[src/sv/tev_pkg.sv]
package tev_pkg;

    localparam int STAGES    = 5;
    localparam int CFG_IDX_W = 3;
    localparam int CFG_DAT_W = 24;

    typedef enum logic [CFG_IDX_W-1:0] {
        CFG_COLOR_ZERO     = 3'd0,
        CFG_COLOR_ONE      = 3'd1,
        CFG_KONST_COLOR    = 3'd2,
        CFG_KONST_ALPHA    = 3'd3,
        CFG_TINT_COLOR     = 3'd4,
        CFG_COMBINE_MODE   = 3'd5,
        CFG_ALPHA_AS_COLOR = 3'd6
    } cfg_index_t;

    typedef enum logic [1:0] {
        MODE_PLAIN   = 2'd0,
        MODE_QUANT   = 2'd1,
        MODE_SPARKLE = 2'd2,
        MODE_GLOW    = 2'd3
    } combine_mode_t;

    typedef struct packed {
        logic [23:0]   color_zero;
        logic [23:0]   color_one;
        logic [23:0]   konst_color;
        logic [7:0]    konst_alpha;
        logic [23:0]   tint_color;
        combine_mode_t combine_mode;
        logic          alpha_as_color;
    } cfg_t;

    typedef struct packed {
        logic [STAGES-1:0] en;
    } pipe_ctrl_t;

    typedef logic [255:0][7:0] lut256_t;
    typedef logic [63:0][7:0]  lut64_t;

    // 255^3
    localparam logic [31:0] DIV_CUBE = 32'd16581375;

    // round(255 * (a/255)^0.6): largest y with (2y-1)^5 <= 32*65025*a^3
    function automatic lut256_t build_sparkle();
        lut256_t     lut;
        logic [63:0] target;
        logic [63:0] x;
        logic [63:0] p;
        logic [7:0]  y;
        logic [7:0]  cand;
        for (int a = 0; a < 256; a++) begin
            target = 64'd2080800 * 64'(a) * 64'(a) * 64'(a);
            y = 8'd0;
            for (int b = 7; b >= 0; b--) begin
                cand = y | 8'(1 << b);
                x = 64'(2) * 64'(cand) - 64'd1;
                p = x * x * x * x * x;
                if (p <= target) begin
                    y = cand;
                end
            end
            lut[a] = y;
        end
        return lut;
    endfunction

    // round(q * 255 / 63)
    function automatic lut64_t build_q6();
        lut64_t lut;
        for (int q = 0; q < 64; q++) begin
            lut[q] = 8'((170 * q + 21) / 42);
        end
        return lut;
    endfunction

    localparam lut256_t SPARKLE_LUT = build_sparkle();
    localparam lut64_t  Q6_LUT      = build_q6();

endpackage

[src/sv/tev_cfg.sv]
module tev_cfg (
    input  logic                             clk,
    input  logic                             rst_n,
    input  logic                             cfg_valid,
    output logic                             cfg_ready,
    input  logic [tev_pkg::CFG_IDX_W-1:0]    cfg_index,
    input  logic [tev_pkg::CFG_DAT_W-1:0]    cfg_data,
    output tev_pkg::cfg_t                    cfg
);
    import tev_pkg::*;

    cfg_t cfg_reg;
    cfg_t cfg_next;

    assign cfg_ready = 1'b1;
    assign cfg       = cfg_reg;

    always_comb
    begin
        cfg_next = cfg_reg;
        if (cfg_valid)
        begin
            case (cfg_index)
                CFG_COLOR_ZERO:     cfg_next.color_zero     = cfg_data[23:0];
                CFG_COLOR_ONE:      cfg_next.color_one      = cfg_data[23:0];
                CFG_KONST_COLOR:    cfg_next.konst_color    = cfg_data[23:0];
                CFG_KONST_ALPHA:    cfg_next.konst_alpha    = cfg_data[7:0];
                CFG_TINT_COLOR:     cfg_next.tint_color     = cfg_data[23:0];
                CFG_COMBINE_MODE:   cfg_next.combine_mode   = combine_mode_t'(cfg_data[1:0]);
                CFG_ALPHA_AS_COLOR: cfg_next.alpha_as_color = cfg_data[0];
                default:            cfg_next = cfg_reg;
            endcase
        end
    end

    always_ff @(posedge clk or negedge rst_n)
    begin
        if (!rst_n)
        begin
            cfg_reg.color_zero     <= 24'hFFFFFF;
            cfg_reg.color_one      <= 24'h000000;
            cfg_reg.konst_color    <= 24'hFFFFFF;
            cfg_reg.konst_alpha    <= 8'hFF;
            cfg_reg.tint_color     <= 24'hFFFFFF;
            cfg_reg.combine_mode   <= MODE_PLAIN;
            cfg_reg.alpha_as_color <= 1'b0;
        end
        else
        begin
            cfg_reg <= cfg_next;
        end
    end

endmodule

[config.mk]
export PLATFORM = sky130hd
export DESIGN_NAME = tev_cfg
export DESIGN_NICKNAME = d
export VERILOG_FILES = /design/src/sv/tev_pkg.sv /design/src/sv/tev_cfg.sv
export SDC_FILE = /design/constraint.sdc
export NUM_CORES = 1
export LEC_CHECK = 0
export BUFFER_PORTS_ARGS = -buffer_cell sky130_fd_sc_hd__buf_4
export CORE_UTILIZATION = 35
export CTS_CLUSTER_DIAMETER = 120
export DETAILED_ROUTE_END_ITERATION = 10
export REMOVE_ABC_BUFFERS = 1
export SLEW_MARGIN = 20
export SYNTH_ARGS = -nofsm -noshare
export SYNTH_HDL_FRONTEND = slang
export SYNTH_SLANG_ARGS = --single-unit
[constraint.sdc]
create_clock -name clk -period 1.3 [get_ports clk]
set_input_delay 0.065 -clock clk [delete_from_list [all_inputs] [get_ports clk]]
set_output_delay 0.065 -clock clk [all_outputs]
set_load 0.05 [all_outputs]
==> reports/qor.yml <==
run_status:
  outcome: "finished, final reports clean"
synthesis:
  syn_area_per_cell_um2: 19.3
  synth_compound_gate_area_share_pct: 0
  ys_seq_area_share_pct: 61.6
  syn-instance-count: 234
  yosys_register_bits: 107
  yosysWarningCount: 0
  synthesized_area_fraction_occupied_by_and_or_nand_nor_cells_pct: 1.94
  yosys.area_share.adder_pct: 0
  synth.lib_cells_used.distinct: 10
  synth.cell_area_um2: 4510
  dominant_combinational_cell_family_by_area_after_synthesis: "multiplexers"
  muxShareOfSynthArea_pct: 33.4
  synth_xor_xnor_area_share_pct: 0
pwr:
  pd_cells_nw_per_um2: 2030
  ir_drop_mv: 0.913
  p_leak_uw: 0.00283
  internal-power_uw: 7860
  power_frac_clock_pct: 20.4
  net_sw_power_uw: 4990
  switching_share_pct: 38.8
  total_power_uw: 12900
  power_frac_seq_pct: 38.2
  power.share.combinational_pct: 41.4
critical_path:
  critPathTopFamily: "flip-flops"
  timing.critical_path.buf_inv: 1
  timing.critical_path.slowest_stage_cell: "sky130_fd_sc_hd__dfstp_2"
  worstPathRequired_ns: 1.24
  critical_path_arrival_ns: 1.09
  crit_path_max_incr_delay_ns: 0.54
  setup.worst_path.start_class: "flop"
  cp_max_fo: 2
  timing.setup.critical_path_class: "reg -> out"
  cp_cell_sequence: "buf_4"
  cp-startpoint: "cfg[31]"
  timing.rr.start: "cfg[78]"
  worst_setup_path_end_kind: "primary output"
sta:
  finClkSkew_ns: 0
  finalWorstSetupSlack_ns: 0.145
  hold-worst-slack_ns: 0.133
  maxSlewHeadroom_pct: 60.5
  fin_tns_setup_ns: 0
  timing_hold_violations_final: 0
  finalWorstPathRequiredPeriod_ns: 1.15
  setup_repair_after_global_routing_missed_its_margin: "false"
  final.period_utilization_pct: 88.8
  drv_slew: 0
  final_setup_fails: 0
  measured_slew_at_the_worst_slew_check_pin_ns: 0.592
  top_achievable_clock_speed_mhz: 866
floorplanning:
  fp.coreArea_um2: 12600
  die_x_um: 115
  fp.dieArea_um2: 13300
  start_util_pct: 35.8
  dieHeight_um: 115
  io-pin-count: 138
  placement_rows: 41
layout:
  layout.filler_cells: 1071
  insertedDiodeCount: 0
  regArea_um2: 2780
  area_delta_synth_final_pct: 40.3
  finish.utilization_pct: 50.3
  drive_gt1_share_pct: 85.6
  multi_input_area_um2: 1600
  largest_register_ff_count: 107
  design.final.nets: 434
cts:
  cts.htree.levels: 3
  cts_made_buffers: 9
  clock_path_buffers: 2
  cts.sinks: 107
  insertion_delay_ns: 0.34
  clkSlewWorstSetupHoldPaths_ns: 0.07
  cts_setup_buffers: 0
  cts_root_buf: "sky130_fd_sc_hd__clkbuf_16"
  cts_tree: "done"
  post_cts.resized_instances: 0
detailed_routing:
  routed_via_density: 4.49
  via_count: 2606
  post-route-drc-count: 0
  wl_per_cell_um: 16.8
  ant_nets: 0
  drtPass1Iterations: 4
  route.final.wire_length_um: 9770
  drt_first_iter_violations: 129
min_path:
  hp-class: "in -> reg"
  hold_path.startpoint: "cfg_index[1]"
grt:
  grtUsageTotal_pct: 15.6
  first_global_vias: 2839
  wire_length_of_the_first_global_routing_pass_um: 15400
  grt-ovfl-total: 0
  grt_antenna_before_repair: 0
  pin_count_of_the_biggest_net_entering_global_routing: 108
placement:
  dp_worst_setup_slack_ns: 0.0553
  gpl.final_weighted_congestion: 0.681
  port_buffers: 136
  place_hpwl_um: 6440
job:
  drv.max_cap_violation_count: 0
[worst paths after layout]
kind                                end  slack [ns]  cells past startpoint
worst max-delay path            cfg[31]        0.15                      1
worst min-delay path             cfg[0]        0.13                      3
worst max register to register  cfg[78]        0.52                      1
worst min register to register  cfg[82]        0.51                      1
max in group asynchronous       cfg[66]        0.51                      3
min in group asynchronous       cfg[67]        0.31                      3
[through the flow]
| step | instances | area, um2 |
|---|---|---|
| after floorplan | 222 | 4370 |
| after global placement | 540 | 5790 |
| after detailed placement | 540 | 5790 |
| after CTS | 581 | 6320 |
| after global routing | 581 | 6320 |
| final | 581 | 6320 |
[per-layer routing]
metal	wire, um	vias to the layer above	global-route usage (%)
met5	0	-	0
li1	-	1168	-
met4	145	0	5.97
met1	4430	1346	19.9
met3	661	9	5.91
met2	4540	83	24.0
[power by group through the flow]
stage	combinational (uW)	sequential [uW]	clock [uW]
after floorplan	1030	7610	0
after global placement	5250	4930	0
after detailed placement	5300	4940	0
after CTS	5360	4910	2740
after global routing	5530	5010	2840
final	5320	4910	2630
[layout make-up]
class / instances / share of cell area (%)
Sequential cell: 107 / 43.9
Multi-Input combinational cell: 115 / 25.3
Timing Repair Buffer: 171 / 22.9
Clock buffer: 15 / 4.39
Tap cell: 172 / 3.40
Clock inverter: 1 / 0.119
[Yosys cell counts]
cell                        n  area share [%]
sky130_fd_sc_hd__and4bb_1   3            0.83
sky130_fd_sc_hd__buf_4      1            0.17
sky130_fd_sc_hd__buf_6     11             2.7
sky130_fd_sc_hd__conb_1     1           0.083
sky130_fd_sc_hd__dfrtp_1   27              15
sky130_fd_sc_hd__dfstp_2   80              47
sky130_fd_sc_hd__mux2_2    27             6.7
sky130_fd_sc_hd__mux2_4    80              27
sky130_fd_sc_hd__nand4b_1   3            0.58
sky130_fd_sc_hd__nor4b_4    1            0.53
[cells in the final DEF (no fill, tap or decap)]
master,instances
sky130_fd_sc_hd__dlygate4sd3_1,25
sky130_fd_sc_hd__dfrtp_1,27
sky130_fd_sc_hd__clkinvlp_4,1
sky130_fd_sc_hd__buf_12,8
sky130_fd_sc_hd__and4bb_2,3
sky130_fd_sc_hd__clkbuf_8,3
sky130_fd_sc_hd__buf_4,138
sky130_fd_sc_hd__dfstp_2,80
sky130_fd_sc_hd__mux2_4,80
sky130_fd_sc_hd__clkbuf_16,9
sky130_fd_sc_hd__mux2_2,27
sky130_fd_sc_hd__nand4b_1,3
sky130_fd_sc_hd__conb_1,1
sky130_fd_sc_hd__clkbuf_1,3
sky130_fd_sc_hd__nor4b_4,1
[cells by family (layout without fill, tap and decap cells)]
logic type,after synthesis,count (layout)
buffers and inverters,12,187
DFF,107,107
muxes,107,107
other,1,1
and+or+nand+nor,7,7
[timing repair]
action / CTS / global route
setup endpoints to repair: 0 / 0
hold endpoints to repair: 134 / 0
hold buffers: 25 / 0
Note: power is estimated with default switching activity, not from simulation.
