## src/sv/tev_pkg.sv

```systemverilog
package tev_pkg;

    localparam int STAGES    = 5;
    localparam int CFG_IDX_W = 3;
    localparam int CFG_DAT_W = 24;

    typedef enum logic [CFG_IDX_W-1:0] {
        CFG_COLOR_ZERO     = 3'd0,
        CFG_COLOR_ONE      = 3'd1,
        CFG_KONST_COLOR    = 3'd2,
        CFG_KONST_ALPHA    = 3'd3,
        CFG_TINT_COLOR     = 3'd4,
        CFG_COMBINE_MODE   = 3'd5,
        CFG_ALPHA_AS_COLOR = 3'd6
    } cfg_index_t;

    typedef enum logic [1:0] {
        MODE_PLAIN   = 2'd0,
        MODE_QUANT   = 2'd1,
        MODE_SPARKLE = 2'd2,
        MODE_GLOW    = 2'd3
    } combine_mode_t;

    typedef struct packed {
        logic [23:0]   color_zero;
        logic [23:0]   color_one;
        logic [23:0]   konst_color;
        logic [7:0]    konst_alpha;
        logic [23:0]   tint_color;
        combine_mode_t combine_mode;
        logic          alpha_as_color;
    } cfg_t;

    typedef struct packed {
        logic [STAGES-1:0] en;
    } pipe_ctrl_t;

    typedef logic [255:0][7:0] lut256_t;
    typedef logic [63:0][7:0]  lut64_t;

    // 255^3
    localparam logic [31:0] DIV_CUBE = 32'd16581375;

    // round(255 * (a/255)^0.6): largest y with (2y-1)^5 <= 32*65025*a^3
    function automatic lut256_t build_sparkle();
        lut256_t     lut;
        logic [63:0] target;
        logic [63:0] x;
        logic [63:0] p;
        logic [7:0]  y;
        logic [7:0]  cand;
        for (int a = 0; a < 256; a++) begin
            target = 64'd2080800 * 64'(a) * 64'(a) * 64'(a);
            y = 8'd0;
            for (int b = 7; b >= 0; b--) begin
                cand = y | 8'(1 << b);
                x = 64'(2) * 64'(cand) - 64'd1;
                p = x * x * x * x * x;
                if (p <= target) begin
                    y = cand;
                end
            end
            lut[a] = y;
        end
        return lut;
    endfunction

    // round(q * 255 / 63)
    function automatic lut64_t build_q6();
        lut64_t lut;
        for (int q = 0; q < 64; q++) begin
            lut[q] = 8'((170 * q + 21) / 42);
        end
        return lut;
    endfunction

    localparam lut256_t SPARKLE_LUT = build_sparkle();
    localparam lut64_t  Q6_LUT      = build_q6();

endpackage

```

## src/sv/tev_color_lane.sv

```systemverilog
module tev_color_lane (
    input  logic                  clk,
    input  tev_pkg::pipe_ctrl_t   ctrl,
    input  logic                  plain_mode,
    input  logic                  alpha_as_color,
    input  logic [7:0]            c0,
    input  logic [7:0]            c1,
    input  logic [7:0]            kc,
    input  logic [7:0]            g,
    input  logic [7:0]            tex_chan,
    input  logic [7:0]            tex_alpha,
    output logic [7:0]            out_chan
);
    import tev_pkg::*;

    // stage 1
    logic [7:0]         t;
    logic [8:0]         tcq;
    logic signed [9:0]  diff;
    logic [16:0]        s1_s_next;
    logic [15:0]        s1_gc0_next;
    logic signed [18:0] s1_lerp_next;
    logic [16:0]        s1_s_reg;
    logic [15:0]        s1_gc0_reg;
    logic signed [18:0] s1_lerp_reg;

    // stage 2
    logic [10:0]        m_raw;
    logic [7:0]         m;
    logic [31:0]        s2_n_reg;
    logic [15:0]        s2_qp_reg;

    // stage 3
    logic [31:0]        y;
    logic [24:0]        est_prod;
    logic [15:0]        qv;
    logic [15:0]        qsum;
    logic [31:0]        s3_y_reg;
    logic [7:0]         s3_qe_reg;
    logic [7:0]         s3_qout_reg;

    // stage 4
    logic [31:0]        s4_y_reg;
    logic [31:0]        s4_prod_reg;
    logic [7:0]         s4_qe_reg;
    logic [7:0]         s4_qout_reg;

    // stage 5
    logic [31:0]        rem;
    logic [7:0]         q_plain;
    logic [7:0]         s5_out_next;
    logic [7:0]         s5_out_reg;

    always_comb
    begin
        t            = alpha_as_color ? tex_alpha : tex_chan;
        s1_s_next    = 17'(c1) * 17'(8'd255 - t) + 17'(kc) * 17'(t);
        s1_gc0_next  = 16'(g) * 16'(c0);
        tcq          = {1'b0, tex_chan} + {8'b0, tex_chan[7]};
        diff         = $signed({2'b0, c0}) - $signed({2'b0, c1});
        s1_lerp_next = $signed({3'b0, c1, 8'h80}) + 19'(diff) * $signed({10'b0, tcq});
    end

    always_comb
    begin
        m_raw = s1_lerp_reg[18:8];
        m     = (m_raw > 11'd255) ? 8'd255 : m_raw[7:0];
    end

    always_comb
    begin
        y        = s2_n_reg + 32'd8290687;
        est_prod = 25'(y[31:16]) * 25'd259;
        qv       = s2_qp_reg + 16'd127;
        qsum     = qv + {8'b0, qv[15:8]} + 16'd1;
    end

    always_comb
    begin
        rem = s4_y_reg - s4_prod_reg;
        if (rem >= {DIV_CUBE[30:0], 1'b0})
        begin
            q_plain = s4_qe_reg + 8'd2;
        end
        else if (rem >= DIV_CUBE)
        begin
            q_plain = s4_qe_reg + 8'd1;
        end
        else
        begin
            q_plain = s4_qe_reg;
        end
        s5_out_next = plain_mode ? q_plain : s4_qout_reg;
    end

    always_ff @(posedge clk)
    begin
        if (ctrl.en[0])
        begin
            s1_s_reg    <= s1_s_next;
            s1_gc0_reg  <= s1_gc0_next;
            s1_lerp_reg <= s1_lerp_next;
        end
        if (ctrl.en[1])
        begin
            s2_n_reg  <= 32'(s1_gc0_reg) * 32'(s1_s_reg);
            s2_qp_reg <= 16'(m) * 16'(g);
        end
        if (ctrl.en[2])
        begin
            s3_y_reg    <= y;
            s3_qe_reg   <= est_prod[23:16];
            s3_qout_reg <= qsum[15:8];
        end
        if (ctrl.en[3])
        begin
            s4_y_reg    <= s3_y_reg;
            s4_prod_reg <= 32'(s3_qe_reg) * DIV_CUBE;
            s4_qe_reg   <= s3_qe_reg;
            s4_qout_reg <= s3_qout_reg;
        end
        if (ctrl.en[4])
        begin
            s5_out_reg <= s5_out_next;
        end
    end

    assign out_chan = s5_out_reg;

endmodule

```

## config.mk

```make
export PLATFORM = sky130hd
export DESIGN_NAME = tev_color_lane
export DESIGN_NICKNAME = d
export VERILOG_FILES = /design/src/sv/tev_pkg.sv /design/src/sv/tev_color_lane.sv
export SDC_FILE = /design/constraint.sdc
export NUM_CORES = 2
export LEC_CHECK = 0
export BUFFER_PORTS_ARGS = -buffer_cell sky130_fd_sc_hd__buf_2
export CORE_MARGIN = 2
export CORE_UTILIZATION = 50
export DETAILED_ROUTE_END_ITERATION = 12
export PLACE_DENSITY = 0.69
export SLEW_MARGIN = 25
export SYNTH_ARGS = -nofsm -noshare
export SYNTH_HDL_FRONTEND = slang
export SYNTH_SLANG_ARGS = --single-unit
```

## constraint.sdc

```tcl
create_clock -name clk -period 11.1 [get_ports clk]
set_clock_uncertainty 0.2 [all_clocks]
set_input_delay 2.22 -clock clk [delete_from_list [all_inputs] [get_ports clk]]
set_output_delay 2.22 -clock clk [all_outputs]
set_load 0.01 [all_outputs]
```

==> summary.txt <==
Cells and area
  • Share of layout cells above drive strength 1: 4.10%
  • Area growth, synth to finish: 6.19%
  • Fillers: 6154
  • Antenna fix cells: 0
  • # nets final: 4604

Synth
  • Top cells by area, synth: fa_1 (28%), edfxtp_1 (20%), ha_1 (17%), inv_1 (8.0%), and2_1 (4.0%)
  • Post-synth EDFFs: 227
  • Sequential-to-total area share from yosys stat: 19.6%
  • Asr flop ratio synth: 0%
  • Number of distinct library cells after synthesis: 78
  • Area leader, netlist: fa_1
  • Syn nets: 4576
  • Synth Flop Type: edfxtp_1
  • Synthesized instance count: 3558
  • Mapped cell area: 34800 µm²
  • Top-count cell post-synth: inv_1
  • Synth warn: 0
  • Avg Inst Size Synth: 9.78 µm²
  • Commonest cells in the netlist: inv_1 (745), fa_1 (490), ha_1 (472)
  • Synth top area share: 28.2%
  • Register bit total from synthesis: 227

GRT
  • Pin count of the biggest net entering global routing: 80
  • Initial antenna violation count: 0
  • Global-route wire length before repair: 122000 µm
  • Overflow after GRT: 0
  • Global Route Usage Sum: 21.1%
  • Vias in the first global route: 24833

Floorplanning
  • Die Height: 268 µm
  • Die width: 268 µm
  • Core area: 68700 µm²
  • Row cnt: 96
  • DIE AREA: 71700 µm²
  • Initial core utilization: 50.7%
  • Io pins: 64

Detailed routing
  • Initial drt markers: 1095
  • TritonRoute pass-1 iters: 5
  • Vias per Instance: 5.20
  • Drt drc: 0
  • Detail Route Antenna Nets: 0
  • WL/cell: 16.0 µm
  • Via count: 23597
  • Final wirelength: 72400 µm

Timing
  • Unrepaired setup endpoints after global routing: false
  • Min cycle time layout: 9160 ps
  • Worst-Margin Slew: 984 ps
  • Maximum clock frequency: 0.109 GHz
  • Fin crit share: 82.6%
  • Final-report setup violation count: 0
  • Setup ws final: 1940 ps
  • Final Slew Violations: 0
  • Setup_tns: 0 ps
  • Final Hold Vio Count: 0
  • Relative slew slack: 34.4%

Critical path
  • Critical Path Fanout Max: 8
  • Crit. Startpoint: c1[1]
  • Critical Path Start Type: input port
  • Reg-to-reg startpoint: s1_gc0_reg[2]$_DFFE_PP_
  • Crit Path Class: input port to flip-flop
  • Arr. time, crit path: 9260 ps
  • CP Capture Type: flip-flop
  • Data required, critical path: 11190 ps
  • Slowest CP cell: fa_1
  • Crit-path max cell delay: 540 ps

Hold path
  • Hold Path Origin: s3_y_reg[10]$_DFFE_PP_
  • Min-Delay Path Class: flip-flop to flip-flop

Clocking
  • CTS tree: yes
  • Clock root buffer: clkbuf_16
  • Bufs on Longest Clock Path: 3
  • Post-CTS Setup Bufs: 0
  • H-tree level count: 1
  • Clk slew on worst S/H paths: 60 ps
  • Post_cts resized: 0
  • CTS buffer count: 26
  • Num Clock Sinks: 227
  • Hold Buf Count CTS: 0
  • Clk_lat worst skew: 550 ps

Job
  • Max cap viols: 0

Place
  • DP Worst Slack: 1380 ps
  • Port Buffer Count: 63
  • Final GP Congestion: 0.858
  • DP Wirelength: 59200 µm

Run status
  • Status: finished clean
[layer usage]
layer	part of all wire, %	global-route usage [%]
met1	43	26.6
met2	51	38.8
met3	4.2	2.20
met4	2.3	4.98
met5	0	0
[critical path: cells and delay by family]
family	cells	cell delay, ps
adders and majority gates	7	3110
AOI/OAI and AO/OA	12	2350
xor gates and xnor gates	2	570
buffers and inverters	4	540
and+or+nand+nor	4	460
[worst paths after layout]
kind / end / slack, ps / depth (start not counted)
worst max-delay path: s1_lerp_reg[18]$_DFFE_PP_ / 1940 / 29
worst max register to register: s2_n_reg[31]$_DFFE_PP_ / 3400 / 23
worst min-delay path: s4_y_reg[10]$_DFFE_PP_ / 220 / 0
worst min register to register: s4_y_reg[10]$_DFFE_PP_ / 220 / 0
[kinds of logic after synthesis]
family | count (synthesis) | synth area share [%]
simple gates | 960 | 13.7
other cells | 1 | 0.0108
compound gates | 376 | 7.11
buf+inv | 812 | 8.79
xor+xnor | 197 | 4.96
fa+ha+maj | 962 | 45.2
flops | 227 | 19.6
mux | 23 | 0.712
[through the flow]
step	cell area [µm²]	utilization [%]	hold WS, ps	std cells
2_1_floorplan	34800	-	200	3558
3_3_place_gp	36100	52.5	201	4489
3_5_place_dp	36100	52.5	205	4489
4_1_cts	37000	53.8	219	4537
5_1_grt	37000	53.8	225	4537
6_report	37000	53.8	218	4537
[final cells by class]
| class | count | area (µm²) | area share [%] |
|---|---|---|---|
| clock inverter | 20 | 219 | 0.592 |
| multi-input combinational | 2519 | 24900 | 67.5 |
| inverter | 746 | 2800 | 7.58 |
| tap | 931 | 1160 | 3.15 |
| sequential | 227 | 6820 | 18.4 |
| clock buffer | 28 | 679 | 1.84 |
| timing repair buffer | 66 | 348 | 0.941 |
[layout by cell type (no fill, tap or decap), drive strengths merged, types with 80 or more instances in the layout]
master / netlist / final
inv: 746 / 748
fa: 490 / 490
ha: 472 / 472
nand2: 355 / 355
edfxtp: 227 / 227
and2: 221 / 221
nor2: 131 / 131
xnor2: 131 / 131
a21oi: 110 / 110
o21ai: 80 / 80
Power is left out: the tool's default activity adds up to more than one toggle a clock period on the data nets, which glitch-free logic cannot reach.
