**src/sv/tev_pkg.sv**
```systemverilog
package tev_pkg;

    localparam int STAGES    = 5;
    localparam int CFG_IDX_W = 3;
    localparam int CFG_DAT_W = 24;

    typedef enum logic [CFG_IDX_W-1:0] {
        CFG_COLOR_ZERO     = 3'd0,
        CFG_COLOR_ONE      = 3'd1,
        CFG_KONST_COLOR    = 3'd2,
        CFG_KONST_ALPHA    = 3'd3,
        CFG_TINT_COLOR     = 3'd4,
        CFG_COMBINE_MODE   = 3'd5,
        CFG_ALPHA_AS_COLOR = 3'd6
    } cfg_index_t;

    typedef enum logic [1:0] {
        MODE_PLAIN   = 2'd0,
        MODE_QUANT   = 2'd1,
        MODE_SPARKLE = 2'd2,
        MODE_GLOW    = 2'd3
    } combine_mode_t;

    typedef struct packed {
        logic [23:0]   color_zero;
        logic [23:0]   color_one;
        logic [23:0]   konst_color;
        logic [7:0]    konst_alpha;
        logic [23:0]   tint_color;
        combine_mode_t combine_mode;
        logic          alpha_as_color;
    } cfg_t;

    typedef struct packed {
        logic [STAGES-1:0] en;
    } pipe_ctrl_t;

    typedef logic [255:0][7:0] lut256_t;
    typedef logic [63:0][7:0]  lut64_t;

    // 255^3
    localparam logic [31:0] DIV_CUBE = 32'd16581375;

    // round(255 * (a/255)^0.6): largest y with (2y-1)^5 <= 32*65025*a^3
    function automatic lut256_t build_sparkle();
        lut256_t     lut;
        logic [63:0] target;
        logic [63:0] x;
        logic [63:0] p;
        logic [7:0]  y;
        logic [7:0]  cand;
        for (int a = 0; a < 256; a++) begin
            target = 64'd2080800 * 64'(a) * 64'(a) * 64'(a);
            y = 8'd0;
            for (int b = 7; b >= 0; b--) begin
                cand = y | 8'(1 << b);
                x = 64'(2) * 64'(cand) - 64'd1;
                p = x * x * x * x * x;
                if (p <= target) begin
                    y = cand;
                end
            end
            lut[a] = y;
        end
        return lut;
    endfunction

    // round(q * 255 / 63)
    function automatic lut64_t build_q6();
        lut64_t lut;
        for (int q = 0; q < 64; q++) begin
            lut[q] = 8'((170 * q + 21) / 42);
        end
        return lut;
    endfunction

    localparam lut256_t SPARKLE_LUT = build_sparkle();
    localparam lut64_t  Q6_LUT      = build_q6();

endpackage

```
**src/sv/tev_alpha_path.sv**
```systemverilog
module tev_alpha_path (
    input  logic                    clk,
    input  tev_pkg::pipe_ctrl_t     ctrl,
    input  tev_pkg::combine_mode_t  combine_mode,
    input  logic [7:0]              konst_alpha,
    input  logic [7:0]              tex_alpha,
    output logic [7:0]              out_alpha
);
    import tev_pkg::*;

    logic [15:0] s1_p_reg;
    logic [7:0]  s1_a_reg;
    logic [21:0] s2_v_reg;
    logic [7:0]  s2_a_reg;
    logic [5:0]  qe;
    logic [21:0] rem;
    logic [5:0]  s3_q_next;
    logic [5:0]  s3_q_reg;
    logic [7:0]  s3_sp_reg;
    logic [7:0]  s3_a_reg;
    logic [7:0]  s4_out_next;
    logic [7:0]  s4_out_reg;
    logic [7:0]  s5_out_reg;

    always_comb
    begin
        qe  = s2_v_reg[21:16];
        rem = s2_v_reg - 22'(qe) * 22'd65025;
        s3_q_next = (rem >= 22'd65025) ? qe + 6'd1 : qe;
    end

    always_comb
    begin
        case (combine_mode)
            MODE_QUANT:   s4_out_next = Q6_LUT[s3_q_reg];
            MODE_SPARKLE: s4_out_next = s3_sp_reg;
            default:      s4_out_next = s3_a_reg;
        endcase
    end

    always_ff @(posedge clk)
    begin
        if (ctrl.en[0])
        begin
            s1_p_reg <= 16'(tex_alpha) * 16'(konst_alpha);
            s1_a_reg <= tex_alpha;
        end
        if (ctrl.en[1])
        begin
            s2_v_reg <= 22'(s1_p_reg) * 22'd63 + 22'd32512;
            s2_a_reg <= s1_a_reg;
        end
        if (ctrl.en[2])
        begin
            s3_q_reg  <= s3_q_next;
            s3_sp_reg <= SPARKLE_LUT[s2_a_reg];
            s3_a_reg  <= s2_a_reg;
        end
        if (ctrl.en[3])
        begin
            s4_out_reg <= s4_out_next;
        end
        if (ctrl.en[4])
        begin
            s5_out_reg <= s4_out_reg;
        end
    end

    assign out_alpha = s5_out_reg;

endmodule

```
**config.mk**
```make
export PLATFORM = sky130hd
export DESIGN_NAME = tev_alpha_path
export DESIGN_NICKNAME = d
export VERILOG_FILES = /design/src/sv/tev_pkg.sv /design/src/sv/tev_alpha_path.sv
export SDC_FILE = /design/constraint.sdc
export NUM_CORES = 1
export LEC_CHECK = 0
export ABC_AREA = 1
export ABC_CLOCK_PERIOD_IN_PS = 6500
export BUFFER_PORTS_ARGS = -buffer_cell sky130_fd_sc_hd__buf_4
export CAP_MARGIN = 30
export CORE_MARGIN = 2
export CORE_UTILIZATION = 25
export CTS_CLUSTER_SIZE = 24
export DETAILED_ROUTE_END_ITERATION = 16
export PLACE_DENSITY_LB_ADDON = 0.15
export SYNTH_ARGS = -nofsm -noshare
export SYNTH_HDL_FRONTEND = slang
export SYNTH_SLANG_ARGS = --single-unit
export TNS_END_PERCENT = 50
```
**constraint.sdc**
```tcl
create_clock -name clk -period 6.5 [get_ports clk]
set_input_delay 0.65 -clock clk [delete_from_list [all_inputs] [get_ports clk]]
set_output_delay 0.65 -clock clk [all_outputs]
set_load 0.05 [all_outputs]
```
==> results.txt, run 1 <==
- Setup violations remaining at the end of the flow were counted as 0.
* Total via count in the routed design: a little over 9000
- For this run the aggregate overflow at the end of global routing stands at 0.
- Setup repair after global routing left no endpoint under its margin.
- Dividing the detail-routed via count by the number of cells gives 4.384.
* Mean post-synth cell area: 8.129 um^2
* Clock latency on the worst-skew pair: approximately 360 ps
* Number of antenna violations at the first check in global routing: 0
* Area grow syn2layout: 10.10%
- Setup slack on the critical path of the routed design comes to 1150 ps.
- Number of clock sinks: 99
- Critical path data required time: between 6000 and 7000 ps
- Clock-pin slew was measured on the worst setup and hold paths at 80 ps.
- The number of different library cells used by synthesis comes to 50.
* Number of enable-type register cells in the synthesized netlist: 92
* Placed wire-length estimate after detailed placement: about 25000 um
- Wires add up to between 20000 and 30000 um.
- Top Ports: 32
- Standard cell core area: around 47000 um^2
- Vias in the first global route: 9536
- Nature of the critical path endpoint: flip-flop
- Async set-or-reset flop fraction in the synthesized netlist: 0
* Class of the most critical setup path: flip-flop to flip-flop
- Gpl congestion: 0.8735
- The share of the Yosys chip area taken by registers is 0.2436.
- From bottom edge to top edge, the die measures around 220 um.
- Initial DRC count: between 600 and 700
* Master cell of the clock root buffer: sky130_fd_sc_hd__clkbuf_16
- The register with the most flip-flops in the layout has 22 of them.
* Total Nets Final: ~1800
- Final Hold Violating Endpoints: 0
- CP Data Arrival Time: between 5000 and 6000 ps
* Total count of max-transition violations in the final report: 0
- Fraction of final layout cells with drive strength greater than 1: 0.05391
- The number of hold buffers added after CTS was 0.
* Filler cell count in the final layout: approximately 5200
- The first TritonRoute pass finished after 7 iterations.
- For this configuration, the core starts out at a cell density of 0.2517.
- The H-tree generated during clock tree synthesis spans 3 levels.
* Run status: completed
- Antenna diode count: 0
- Final worst path period need: around 5400 ps
- The longest clock path from root to sink contains 2 buffers.
- Number of DRC violations after detailed routing: 0
- Number of port buffers: 31
* Synth Register Bits: between 90 and 100
* Slew margin rel.: 0.4795
- The slowest stage of the critical path is the sky130_fd_sc_hd__edfxtp_1 cell.
* Nets in the synthesized netlist: ~1700
* Gate count of the mapped netlist: roughly 1500
- Number of buffers inserted during clock tree synthesis: 9
* Gates resized, CTS repair: 0
- Startpoint type of the worst setup path: flip-flop
- Dividing the detail-routed wire length by the instance count gives between 10 and 15 um.
- Final worst path period share: 0.8231
* Predominant post-synthesis flop cell: sky130_fd_sc_hd__edfxtp_1
* Setup clock skew after layout: 6.309 ps
- The detail route stage leaves a number of antenna-violating nets equal to 0.
* Yosys warning count: 0
- Die ar.: 49430 um^2
- Post-Syn Area: between 10000 and 15000 um^2
- Maximum achievable frequency: 186.9 MHz
* Largest incremental delay on the critical path: ~630 ps
- The first global-routing pass estimated about 50000 um of wire.
- For this run, the share of the core covered by cells in the final layout is 0.2771.
* Class of the tightest hold or removal check: flip-flop to flip-flop
- Die width: 222.3 um
- Total number of placement rows: 80
- Transition at the pin with the smallest max-transition slack: 780.8 ps
- Number of violations of the max-capacitance limit: 0
- Buffer count from post-CTS setup fixing: 0
- Along the worst path, the maximum fanout reaches 9.
* Accumulated negative setup slack: 0 ps
- TritonCTS built the clock tree.
* GRT Total Usage: 0.1236
- Maximum number of pins on one net before global-route repair: 33
- OpenSTA, run right after detailed placement, puts the worst setup slack at roughly 1200 ps.
- The cell that appears most often on the critical path is sky130_fd_sc_hd__nand2_1.
-- stage by stage --
stage                     area, um^2  hold slack [ps]  cells
final                          13120            421.4   2099
after floorplan                11920            400.3   1466
after global routing           13120            425.6   2099
after CTS                      13120            423.8   2099
after detailed placement       12820            405.4   2083
after global placement         12820            401.3   2083
-- cell type report --
cell class | count | area [um^2] | share of cell area
Multi-Input combinational cell | 1002 | 7642 | 0.5824
Tap cell | 615 | 769.5 | 0.05864
Sequential cell | 99 | 2903 | 0.2212
Timing Repair Buffer | 34 | 255.2 | 0.01945
Clock buffer | 9 | 225.2 | 0.01716
Inverter | 333 | 1250 | 0.09526
Clock inverter | 7 | 76.32 | 0.005817
-- cells in the mapped netlist (all sizes together), types with 3 or more instances --
cell type	number	area, um^2
fa	109	2182
clkbuf	28	105.1
o221ai	7	61.31
o21bai	6	45.04
nand3b	3	22.52
o21ai	51	277.8
xnor2	8	70.07
a21o	4	30.03
ha	144	1802
buf	4	17.52
nand4	15	93.84
o31ai	4	30.03
o2111ai	4	35.03
o311ai	4	35.03
nor2	108	420.4
dfxtp	7	140.1
inv	332	1246
a31oi	4	25.02
a21oi	80	411.7
nand3	42	237.7
edfxtp	92	2763
nand2	335	1270
o211ai	8	60.06
xor2	33	289.0
nor3	7	35.03
a221oi	4	35.03
-- logic make-up after synthesis --
| kind of cell | after synthesis | share of synthesized area |
|---|---|---|
| DFF | 99 | 0.2436 |
| AOI/OAI and AO/OA | 192 | 0.09921 |
| buffers and inverters | 365 | 0.1152 |
| and+or+nand+nor | 516 | 0.1776 |
| adders and majority gates | 253 | 0.3343 |
| xor gates and xnor gates | 41 | 0.03013 |
-- metal layers --
layer,routed length [um],up-vias,GRT usage
met5,0,-,0
met4,295,0,0.02165
met3,1000,25,0.01653
met2,14100,160,0.2087
met1,14240,4360,0.1702
li1,-,4656,-
-- critical path, delay by kind of cell (launching register included) --
family                     cells  cell delay, ps
DFF                            1             630
buffers and inverters          4             360
adders and majority gates      5            2420
and+or+nand+nor               17            1480
AOI/OAI and AO/OA              2             340
-- cells in the final DEF (no fill, tap or decap), types with 5 or more instances in the layout --
cell type,synthesis,final
sky130_fd_sc_hd__nand2_1,330,330
sky130_fd_sc_hd__inv_1,328,328
sky130_fd_sc_hd__ha_1,144,144
sky130_fd_sc_hd__fa_1,109,109
sky130_fd_sc_hd__nor2_1,104,104
sky130_fd_sc_hd__edfxtp_1,92,92
sky130_fd_sc_hd__a21oi_1,77,77
sky130_fd_sc_hd__o21ai_0,44,44
sky130_fd_sc_hd__nand3_1,38,38
sky130_fd_sc_hd__buf_4,0,34
sky130_fd_sc_hd__xor2_1,33,33
sky130_fd_sc_hd__nand4_1,15,15
sky130_fd_sc_hd__clkbuf_16,0,9
sky130_fd_sc_hd__o211ai_1,8,8
sky130_fd_sc_hd__xnor2_1,8,8
sky130_fd_sc_hd__nor3_1,7,7
sky130_fd_sc_hd__o221ai_1,7,7
sky130_fd_sc_hd__dfxtp_1,7,7
sky130_fd_sc_hd__o21bai_1,6,6
sky130_fd_sc_hd__o21ai_2,6,6
sky130_fd_sc_hd__nand2_2,5,5
-- final timing paths --
path / slack, ps / endpoint / cells past startpoint / startpoint
setup / recovery: 1150 / flip-flop / 28 / s2_v_reg[18]
hold / removal: 420 / s2_a_reg[4] / 0 / s1_a_reg[4]
setup reg to reg: 1150 / flip-flop / 28 / s2_v_reg[18]
hold reg to reg: 420 / s2_a_reg[4] / 0 / s1_a_reg[4]
Power of run 1 is not shown: default switching activity piles up to over one toggle a cycle in this logic, so the estimate is an artifact.
==> run 2, diff against run 1 <==
--- a/config.mk
+++ b/config.mk
@@ -6,7 +6,7 @@
 export NUM_CORES = 1
 export LEC_CHECK = 0
 export ABC_AREA = 1
-export ABC_CLOCK_PERIOD_IN_PS = 6500
+export ABC_CLOCK_PERIOD_IN_PS = 5300
 export BUFFER_PORTS_ARGS = -buffer_cell sky130_fd_sc_hd__buf_4
 export CAP_MARGIN = 30
 export CORE_MARGIN = 2
==> constraint.sdc (replaced) <==
create_clock -name clk -period 5.3 [get_ports clk]
set_input_delay 0.53 -clock clk [delete_from_list [all_inputs] [get_ports clk]]
set_output_delay 0.53 -clock clk [all_outputs]
set_load 0.05 [all_outputs]
==> run 2 against run 1 <==
  * Sequential share of layout area is 0.19 points lower
  * Non-clock buffer count grew 9
  * Cell count rose by 0.43%
  * Clock skew barely moved
  * Count of clock-buffer cells in the layout is the same
  * Global-route usage increased by 0.062 points
  * Highest routed layer unchanged
  * Utilization up 0.24 points
  * Worst setup slack worse by 790 ps
  * Die area did not move
  * Routed wire length up 0.75%
  * Largest cell class unchanged
  * Critical path depth is 1 lower
==> results.txt, run 2 (same netlist as run 1, synthesis figures left out) <==
- The sum of overflow across all layers after global routing is 0 (unchanged).
- Maximum achievable frequency: 202.3 MHz (+8.2%)
- CTS Hold Bufs: 0 (unchanged)
- Relative to the synthesized area, the layout overhead comes to 11.06%.
- Clk slew on worst S/H paths: 70 ps (about the same)
* Initial DRC count: 448 (-30%)
* Top cell family by delay on the critical path: adder cells
- Total count of max-transition violations in the final report: 0 (unchanged)
* Die width: 222.3 um (unchanged)
* Startpoint type of the worst setup path: flip-flop
* Crit-path slowest cell: sky130_fd_sc_hd__fa_2
- The final setup violation count was 0 (unchanged).
- Top Ports: 32 (unchanged)
- Final worst path period need: 4943 ps (-406.6 ps)
* Critical path data required time: 5570 ps (-1190 ps)
- The worst setup path is of the flip-flop to flip-flop kind.
- The stage delay of the slowest cell on the critical path was 630 ps (about the same).
* Nature of the critical path endpoint: flip-flop
- Total wire length: 29860 um (+0.75%)
* Transition at the pin with the smallest max-transition slack: 723.6 ps (-57.12 ps)
- Effective utilization at floorplan: 0.2517 (unchanged)
- The remaining routing DRC violations is 0 (unchanged).
* Library cell appearing most often on the critical path: sky130_fd_sc_hd__nand2_1
- The relative slew slack is 0.5158 (+0.03630).
- GRT Total Usage: 0.1242 (+0.0006213)
- The share of the clock period used by the worst path after layout came to 0.9327 (+0.1096).
- Post-placement cell area: 12880 um^2 (+0.47%)
- Placed wire-length estimate after detailed placement: 24790 um (+0.71%)
* DR vias/cell: 4.389 (+0.14%)
- The final worst setup slack came to 356.5 ps (-793.4 ps).
- Bufs and invs on worst path: 3 (-1)
- The TritonCTS sink count was 99 (unchanged).
- Setup clock skew after layout: 6.652 ps (+0.3434 ps)
* Post-place setup slack: 220.4 ps (-956.1 ps)
* Total number of placement rows: 80 (unchanged)
- TritonCTS built the clock tree.
- The hold violation total from the final report was 0 (unchanged).
- The wire length of the first global-routing pass came to 49310 um (-0.26%).
- Vias in the first global route: 9516 (-0.21%)
* Accumulated negative setup slack: 0 ps (unchanged)
* Standard cell core area: 47350 um^2 (unchanged)
* Count of nets left with antenna violations after detail routing: 0 (unchanged)
* Flip-flop count of the largest register, all copies and words added: 22 (unchanged)
* Maximum clock insertion buffer count: 2 (unchanged)
- Run status: completed
* Clock latency on the worst-skew pair: 370 ps (about the same)
* Total via count in the routed design: 9253 (+0.57%)
- Most common cell after layout, fill and taps aside: sky130_fd_sc_hd__nand2_1
- Number of port buffers: 31 (unchanged)
* Die outline height: 222.3 um (unchanged)
- Total Nets Final: 1765 (+0.51%)
* Master cell of the clock root buffer: sky130_fd_sc_hd__clkbuf_16
* CP Data Arrival Time: 5210 ps (-400 ps)
* Number of antenna violations at the first check in global routing: 0 (unchanged)
* Leading cell types in the layout, fill and taps excluded: sky130_fd_sc_hd__nand2_1, sky130_fd_sc_hd__inv_1, sky130_fd_sc_hd__ha_1, sky130_fd_sc_hd__fa_1, sky130_fd_sc_hd__nor2_1
* Wire length per cell: 14.16 um (+0.32%)
* Design area: 13240 um^2 (+0.87%)
- Initial DRT Pass Iterations: 5 (-2)
- H-Tree Level Count: 3 (unchanged)
* Fraction of final layout cells with drive strength greater than 1: 0.06765 (+0.01374)
- The placer congestion estimate came to 0.8795 (+0.69%).
- The max capacitance violation total came to 0 (unchanged).
- The antenna diode count was 0 (unchanged).
- The area enclosed by the die boundary is 49430 um^2 (unchanged).
- Class of the tightest hold or removal check: flip-flop to flip-flop
- The maximum number of pins on one net before global-route repair is 33 (unchanged).
* Number of buffers inserted during clock tree synthesis: 9 (unchanged)
* Critical path peak fanout: 9 (unchanged)
## run 2: cell types whose count changed in the layout (fill, tap and decap cells not counted), moves of 3 or more
cell	previous run	this run
sky130_fd_sc_hd__buf_4	34	43
sky130_fd_sc_hd__ha_1	144	141
sky130_fd_sc_hd__ha_4	0	3
sky130_fd_sc_hd__inv_1	328	324
sky130_fd_sc_hd__inv_2	4	8
## run 2: area by class of cell
cell class                 instances  area [um^2]
fill                            5139        34110
multi-input combinational       1002         7696
sequential                        99         2903
inverter                         333         1250
tap                              615        769.5
timing repair buffer              43        322.8
clock buffer                       9        225.2
clock inverter                     7        68.82
## run 2: routing by layer
metal  GRT usage  wire length, um  vias to the layer above
met5           0                0                        -
met4     0.02641              458                        0
met3     0.02116             1054                       32
met2      0.2106            14220                      154
met1      0.1658            14120                     4393
li1            -                -                     4674
## run 2: final timing paths
| kind | endpoint | cells past startpoint | slack [ps] | from |
|---|---|---|---|---|
| worst min-delay path | s2_a_reg[4] | 0 | 420 | s1_a_reg[4] |
| worst min register to register | s2_a_reg[4] | 0 | 420 | s1_a_reg[4] |
| worst max register to register | flip-flop | 27 | 360 | s2_v_reg[20] |
| worst max-delay path | flip-flop | 27 | 360 | s2_v_reg[20] |
## run 2: metrics by stage
stage                     std cells  utilization  hold slack [ps]
final                          2108       0.2795            418.4
after global routing           2108       0.2795            417.7
after CTS                      2107       0.2783            414.9
after detailed placement       2091       0.2720            404.5
after global placement         2091       0.2720            402.2
after floorplan                1466            -            400.3
## run 2: repair_timing
item	CTS	global route
resized for setup	0	12
buffers inserted	0	1
setup endpoints to repair	0	1
Power of run 2 is left out for the same reason.
